<file path="src/design/kvs_pkg.sv">
package kvs_pkg;

   localparam int unsigned TimeWidth  = 32;
   localparam int unsigned ValueWidth = 32;
   localparam int unsigned AlphaWidth = 17;

   typedef enum logic [1:0] {
      STATUS_OK      = 2'd0,
      STATUS_EMPTY   = 2'd1,
      STATUS_RANGE   = 2'd2,
      STATUS_UNUSED  = 2'd3
   } status_type;

   typedef enum logic {
      CMD_WRITE  = 1'b0,
      CMD_SAMPLE = 1'b1
   } command_type;

   typedef enum logic [3:0] {
      ST_IDLE,
      ST_CHECK,
      ST_SCAN_RD,
      ST_SCAN_WAIT,
      ST_SCAN_CMP,
      ST_KEY_RD,
      ST_KEY_WAIT,
      ST_KEY0,
      ST_KEY1,
      ST_DIV,
      ST_BLEND,
      ST_DONE
   } state_type;

   // control between the sequencer and the serial blend unit
   typedef struct packed {
      logic start;
      logic busy;
      logic done;
   } blend_ctl_type;

endpackage

</file>
<file path="src/design/kvs_blend.sv">
// bit-serial a + floor((b - a) * alpha / 2^16) for four lanes at once,
// shift-add over the 17 alpha bits, lsb first
module kvs_blend (
   input  logic                 clock,
   input  logic                 reset,
   input  logic                 start,
   input  logic [16:0]          alpha,
   input  logic [4*32-1:0]      val_a,
   input  logic [4*32-1:0]      val_b,
   output kvs_pkg::blend_ctl_type ctl,
   output logic [4*32-1:0]      result
);
   localparam int unsigned Lanes = 4;

   logic [4:0]  count_ff, count_in;
   logic        busy_ff, busy_in;
   logic        done_ff, done_in;
   logic [16:0] alpha_ff, alpha_in;
   logic signed [32:0] diff_ff [Lanes];
   logic signed [32:0] diff_in [Lanes];
   // accumulator holds sum of partial products scaled by 2^-count
   logic signed [51:0] acc_ff [Lanes];
   logic signed [51:0] acc_in [Lanes];
   logic [31:0] base_ff [Lanes];
   logic [31:0] base_in [Lanes];
   logic [4*32-1:0] result_ff, result_in;

   always_comb begin
      count_in  = count_ff;
      busy_in   = busy_ff;
      done_in   = 1'b0;
      alpha_in  = alpha_ff;
      result_in = result_ff;
      for (int i = 0; i < Lanes; i++) begin
         diff_in[i] = diff_ff[i];
         acc_in[i]  = acc_ff[i];
         base_in[i] = base_ff[i];
      end
      if (start) begin
         busy_in  = 1'b1;
         count_in = 5'd0;
         alpha_in = alpha;
         for (int i = 0; i < Lanes; i++) begin
            base_in[i] = val_a[i*32 +: 32];
            diff_in[i] = {val_b[i*32+31], val_b[i*32 +: 32]}
               - {val_a[i*32+31], val_a[i*32 +: 32]};
            acc_in[i]  = '0;
         end
      end else if (busy_ff) begin
         alpha_in = alpha_ff >> 1;
         count_in = count_ff + 5'd1;
         for (int i = 0; i < Lanes; i++) begin
            // add the weighted partial product at the top, shift right one
            acc_in[i] = (acc_ff[i] + (alpha_ff[0]
               ? $signed({diff_ff[i][32], diff_ff[i], 18'd0}) : 52'sd0)) >>> 1;
         end
         if (count_ff == 5'd16) begin
            busy_in = 1'b0;
            done_in = 1'b1;
            for (int i = 0; i < Lanes; i++) begin
               // acc_in = p * 2^1 after 17 shifts of 18-bit headroom; floor by 2^16
               result_in[i*32 +: 32] = base_ff[i] + 32'(acc_in[i] >>> 17);
            end
         end
      end
   end

   always_ff @(posedge clock) begin
      if (reset) begin
         busy_ff  <= 1'b0;
         done_ff  <= 1'b0;
         count_ff <= '0;
      end else begin
         busy_ff  <= busy_in;
         done_ff  <= done_in;
         count_ff <= count_in;
      end
      alpha_ff  <= alpha_in;
      result_ff <= result_in;
      for (int i = 0; i < Lanes; i++) begin
         diff_ff[i] <= diff_in[i];
         acc_ff[i]  <= acc_in[i];
         base_ff[i] <= base_in[i];
      end
   end

   assign ctl.start = start;
   assign ctl.busy  = busy_ff;
   assign ctl.done  = done_ff;
   assign result    = result_ff;

   assert property (@(posedge clock) disable iff (reset) start |=> busy_ff)
      else $error("blend did not start");
   assert property (@(posedge clock) disable iff (reset) done_ff |-> !busy_ff)
      else $error("blend done while busy");
   assert property (@(posedge clock) disable iff (reset)
      (busy_ff && count_ff == 5'd16 && !start) |=> done_ff)
      else $error("blend missed its end");
endmodule

</file>
<file path="config.mk">
export PLATFORM = sky130hd
export DESIGN_NAME = kvs_blend
export DESIGN_NICKNAME = d
export VERILOG_FILES = /design/src/design/kvs_pkg.sv /design/src/design/kvs_blend.sv
export SDC_FILE = /design/constraint.sdc
export NUM_CORES = 1
export LEC_CHECK = 0
export BUFFER_PORTS_ARGS = -buffer_cell sky130_fd_sc_hd__buf_4
export CAP_MARGIN = 20
export CORE_ASPECT_RATIO = 1.5
export CORE_MARGIN = 2
export CORE_UTILIZATION = 60
export CTS_CLUSTER_DIAMETER = 120
export DETAILED_ROUTE_END_ITERATION = 12
export GPL_ROUTABILITY_DRIVEN = 1
export PLACE_DENSITY = 0.79
export SLEW_MARGIN = 20
export SYNTH_ARGS = -nofsm -noshare
export SYNTH_HDL_FRONTEND = slang
export SYNTH_SLANG_ARGS = --single-unit
</file>
<file path="constraint.sdc">
create_clock -name clock -period 8 [get_ports clock]
set_input_delay 0.4 -clock clock [delete_from_list [all_inputs] [get_ports clock]]
set_output_delay 0.4 -clock clock [all_outputs]
set_load 0.1 [all_outputs]
</file>
# After elaboration in Yosys (flattened, before gate mapping)

Memory sizes are Yosys's and may differ from the RTL's.
Index checks and enable logic that the tools add are counted.
W data, S select, Z words.

Bits in registers: 152
RAM bits: 468
Bits of input ports: 276
Logic and storage cells: 42
Memories kept: 3

Memories:

| memory  | depth | bits a word | rd ports | clocked after memory_dff | wr ports | RTL line        | source |
|---|---|---|---|---|---|---|---|
| acc_ff  | 4     | 52          | 4        | 0                        | 4        | kvs_blend.sv:22 | `logic signed [51:0] acc_ff [Lanes];` |
| diff_ff | 4     | 33          | 4        | 0                        | 4        | kvs_blend.sv:19 | `logic signed [32:0] diff_ff [Lanes];` |
| base_ff | 4     | 32          | 4        | 0                        | 4        | kvs_blend.sv:24 | `logic [31:0] base_ff [Lanes];` |

Add/sub/neg operators: 13
Equal/unequal tests: 1
Multiplexer cells: 14
Bitwise operators: 2
Reduce and logical (&&, ||, !) cells: 4

Operator list:

| cell                  | count |
|---|---|
| $mux W208             | 2 |
| $add A52 B52 Y52      | 4 |
| $mux W52              | 4 |
| $mux W132             | 1 |
| $sub A32 B32 Y33      | 4 |
| $add A32 B32 Y32      | 4 |
| $mux W128             | 1 |
| $mux W17              | 2 |
| $add A5 B1 Y5 const B | 1 |
| $eq A5 B5 Y1 const B  | 1 |
| $mux W1               | 4 |
| $reduce_and A3 Y1     | 1 |
| $reduce_or A3 Y1      | 1 |
| $not A1 Y1            | 2 |
| $reduce_bool A2 Y1    | 1 |
| $reduce_or A2 Y1      | 1 |

# Depth between registers and ports, before layout

Word-level depth: 4
Depth in mapped cells: 25

# Worst setup path after synthesis

Ideal clock, no wire load.

Path type: register to register
Start: reg busy_ff
End: reg result_ff[0] (netlist: result[0]) (enable)
Setup time: 617 ps
Data arrival time: 6080 ps
Data required time: 7383 ps
Setup slack: 1303 ps
Cell stages (with the launch flop): 5
Path buffers: 2
Period minus slack after synthesis: 6697 ps
Cell sequence: dfxtp_1 > clkbuf_1 > nand2b_1 > clkbuf_1 > nor2_1

Cells in the longest elaborated chain, start to end: 1

Ends and longest elaborated chain:

| item                               | RTL line        | source |
|---|---|---|
| from (decl)                        | kvs_blend.sv:16 | `logic busy_ff, busy_in;` |
| from (signal assigned)             | kvs_blend.sv:74 | `busy_ff <= busy_in;` |
| $reduce_and A3 Y1 (no source line) | n/a             |  |
| to (signal assigned)               | kvs_blend.sv:79 | `result_ff <= result_in;` |
| to (decl)                          | kvs_blend.sv:26 | `logic [4*32-1:0] result_ff, result_in;` |

Every way passes these cells.
A chain may end at the register's enable or synchronous reset.

# Worst setup path in the final report

Start: reg alpha_ff[0]
End: reg result_ff[95] (netlist: result[95]), data pin

Cells in the longest elaborated chain, start to end: 3

Ends and longest elaborated chain:

| item                   | RTL line        | source |
|---|---|---|
| from (decl)            | kvs_blend.sv:18 | `logic [16:0] alpha_ff, alpha_in;` |
| from (signal assigned) | kvs_blend.sv:78 | `alpha_ff <= alpha_in;` |
| $mux W52               | kvs_blend.sv:55 | `? $signed({diff_ff[i][32], diff_ff[i], 18'd0}) : 52'sd0)) >>> 1;` |
| $add A52 B52 Y52       | kvs_blend.sv:54 | `acc_in[i] = (acc_ff[i] + (alpha_ff[0]` |
| $add A32 B32 Y32       | kvs_blend.sv:62 | `result_in[i*32 +: 32] = base_ff[i] + 32'(acc_in[i] >>> 17);` |

Every way passes these cells.

==> flow_summary_export.csv <==
group,metric,value,unit
drt,ant_nets,0,
cells_and_area,multiInputGateArea,20700,sq um
yosys,netlist_area,36800,sq um
clocking,clock_sinks,544,
power_and_ir_drop,peakVddDrop,0.166,mV
timing,skew,15.1,ps
timing,setup_viol,0,
drt,drc,0,
clocking,clock_path_buffers,3,
power_and_ir_drop,swShare,33.0,%
die,die_w,206,microns
die,die-height,307,microns
power_and_ir_drop,seq_power_share,35.8,%
place,portBuffers,406,
cells_and_area,nFillCells,4527,
status,status,"completed",
yosys,async_flop_share,0,%
critical_path,rrSetupSlack,1860,ps
critical_path,worstRegToRegCells,25,
power_and_ir_drop,switchingPower,3.29,mW
critical_path,critPathLaunchType,"flop",
clocking,insertion_delay,610,ps
die,fp.dieArea,63300,sq um
yosys,synth_cell_types,94,
cells_and_area,final_util,72.3,%
clocking,tritoncts,"yes",
timing,relSlewSlack,24.6,%
power_and_ir_drop,leakagePower,19.7,nW
clocking,clkTransAtPathRegs,60,ps
yosys,synth_edf_count,405,
cells_and_area,area_growth,19.5,%
grt,grt-ovfl-total,0,
critical_path,r2r_start,"alpha_ff[0]",
timing,finalHoldViolations,0,
yosys,yosys_warnings,0,
grt,grt_pass1_vias,29600,
yosys,postSynthNetCount,4345,
run,cap_viol_max_count,0,
drt,drt_iter0_drc,1498,
die,fp-row-count,111,
die,start_util,60.5,%
yosys,syn-instance-count,3663,
power_and_ir_drop,pwr-share-clk,28.4,%
drt,viasPerCell,5.86,
cells_and_area,layout.nets,4885,
drt,drt-pass1-iter-count,7,
critical_path,crit_start,"alpha_ff[0]",
critical_path,worst_r2r_endpoint,"result[95]",
yosys,ys_ff_latch,544,
die,core-area,60800,sq um
timing,setup_tns,0,ps
hold_path,hp-class,"in2reg",
clocking,cts_buffers,53,
cells_and_area,drive_gt1_share,14.0,%
place,place_congestion,0.972,
timing,maxSlewViolCount,0,
grt,grt_pass1_wl,149000,microns
timing,rsz0062_at_grt,"no",
critical_path,worst-path-max-fanout,38,
clocking,cts-root-buf,"clkbuf_16",
drt,vias,29600,
critical_path,path_class,"reg2reg",
clocking,h-tree-depth,2,
timing,fin_crit,6140,ps
cells_and_area,seqCellArea,14900,sq um
grt,antenna_found_initial,12,
drt,totalWireLength,94800,microns
critical_path,worstPathRequired,8360,ps
die,io_pins,407,
critical_path,crit_end,"result[95]",
timing,fin_crit_sh,76.7,%
yosys,yosysSeqAreaShare,40.6,%
power_and_ir_drop,power.internal,6.68,mW
grt,grt_max_degree,83,
yosys,synthFlopType,"edfxtp_1",
timing,fmax,163,MHz
power_and_ir_drop,combPwrFrac,35.9,%
critical_path,cp-end-kind,"flop",
drt,wl_per_cell,18.8,microns
place,dp_hpwl,70700,microns
timing,tightest_slew,1130,ps
yosys,avgSynthCellArea,10.0,sq um
power_and_ir_drop,power_density,227,nW/um^2
clocking,post_cts_buffers,0,
grt,gr-usage-all-layers,29.4,%
critical_path,arrival,6500,ps
==> critical path, cell delays in order, from the launching register on <==
cell,delay (ps)
edfxtp_1,670
buf_4,420
and2_1,190
ha_1,180
inv_1,70
fa_1,430
nor2b_1,120
o21ai_0,100
a21bo_2,250
a211oi_1,550
o211ai_1,270
a21o_1,250
nand2_1,60
a21oi_1,70
xnor2_1,200
ha_1,320
a21o_1,170
a21o_1,170
a21o_1,180
a21o_1,180
a21oi_1,170
o211ai_1,100
and2_1,220
nor4b_1,300
nor3_1,90
xnor2_1,130
==> sequential cells by signal (all words and copies together), names as in the netlist <==
| register | cells |
|---|---|
| acc_ff | 132 |
| diff_ff | 132 |
| base_ff | 128 |
| result | 128 |
| alpha_ff | 17 |
| count_ff | 5 |
| busy_ff | 1 |
| done_ff | 1 |
==> power by group through the flow <==
stage	clock network [mW]	logic, mW	registers (mW)
after floorplan	0	2.61	3.58
after CTS	2.86	3.55	3.56
after global placement	0	3.39	3.62
final	2.83	3.58	3.57
after detailed placement	0	3.46	3.62
after global routing	2.95	3.95	3.59
==> cells by family (layout without fill, tap and decap cells) <==
kind of cell,Yosys count,in the layout,synth area share [%]
compound gates,1016,1016,18.5
fa+ha+maj,406,406,14.1
buf+inv,315,900,3.25
flops,544,544,40.6
xor+xnor,341,341,8.20
other cells,0,6,0
mux,91,91,2.53
simple gates,950,950,12.8
==> layout by cell type, fill, tap and decap left out, types with 25 or more instances in the layout <==
cell,Yosys,final
buf_4,3,421
edfxtp_1,405,405
ha_1,394,394
a21oi_1,302,302
nor2_1,276,273
inv_1,249,249
xnor2_1,242,242
a21o_1,173,173
nand2_1,169,169
o21ai_0,148,148
and2_1,145,145
dfxtp_1,139,138
dlygate4sd3_1,0,129
xor2_1,97,97
nor3_1,75,75
mux2i_1,75,75
nand3_1,67,67
clkbuf_16,0,55
o21bai_1,52,52
nor2b_1,47,47
nand2b_1,45,45
o21a_1,44,44
and3_1,36,36
a22o_1,34,34
a31oi_1,31,31
a211oi_1,26,26
o211ai_1,25,25
nand4_1,25,25
==> layer usage <==
| metal | part of all wire (%) | GRT usage [%] | vias to the layer above | wire, microns |
|---|---|---|---|---|
| li1 | - | - | 14500 | - |
| met1 | 39 | 33.8 | 14000 | 37300 |
| met2 | 51 | 53.5 | 866 | 48200 |
| met3 | 5.4 | 4.60 | 257 | 5080 |
| met4 | 4.3 | 12.7 | 14 | 4110 |
| met5 | 0.11 | 0 | - | 103 |
==> repair_timing <==
| item | CTS | global route |
|---|---|---|
| hold buffers | 129 | 0 |
| endpoints found under the setup margin | 0 | 0 |
| hold endpoints to repair | 134 | 0 |
| resized for setup | 0 | 0 |
==> metrics by stage <==
step | worst slack (ps) | power [mW] | cell area, sq um | instances | hold WS [ps]
2_1_floorplan | 1300 | 6.19 | 36800 | 3663 | 432
3_3_place_gp | 1950 | 7.01 | 40700 | 4810 | 445
3_5_place_dp | 1850 | 7.09 | 40700 | 4810 | 462
4_1_cts | 1850 | 9.98 | 44000 | 5039 | 50.8
5_1_grt | 1320 | 10.5 | 44000 | 5044 | 71.9
6_report | 1860 | 9.97 | 44000 | 5045 | 91.4
==> area by class of cell <==
class	count	area share [%]
tap	791	2.25
timing repair buffer	551	10.2
sequential	544	34.0
clock inverter	31	1.04
inverter	249	2.13
multi-input combinational	2804	47.0
clock buffer	69	3.39
antenna	6	0.0341
==> how the worst min path moves through the flow <==
stage	from	to	slack, ps	depth (start not counted)
6_report	alpha[4]	alpha_ff[4]	90	2
3_5_place_dp	acc_ff[2][49]	acc_ff[2][49]	460	2
4_1_cts	alpha[16]	alpha_ff[16]	50	2
2_1_floorplan	acc_ff[0][49]	acc_ff[0][49]	430	2
5_1_grt	alpha[6]	alpha_ff[6]	70	2
3_3_place_gp	acc_ff[0][49]	acc_ff[0][49]	440	2
==> synth_stat cells, drive strengths merged (29+ instances only) <==
master | instances | area [sq um]
edfxtp | 405 | 12200
o21a | 45 | 339
and2 | 145 | 907
nor2b | 47 | 294
a21o | 173 | 1300
a22o | 34 | 298
mux2i | 75 | 751
inv | 249 | 935
a211oi | 29 | 233
clkbuf | 48 | 180
nor3 | 76 | 385
nor2 | 276 | 1040
dfxtp | 139 | 2780
o21ai | 173 | 900
nand2b | 45 | 282
xnor2 | 242 | 2120
a21oi | 308 | 1560
ha | 394 | 4930
nand2 | 169 | 634
o21bai | 52 | 390
a31oi | 31 | 194
xor2 | 97 | 850
and3 | 36 | 225
nand3 | 67 | 335
(Power assumes the default switching activity.)
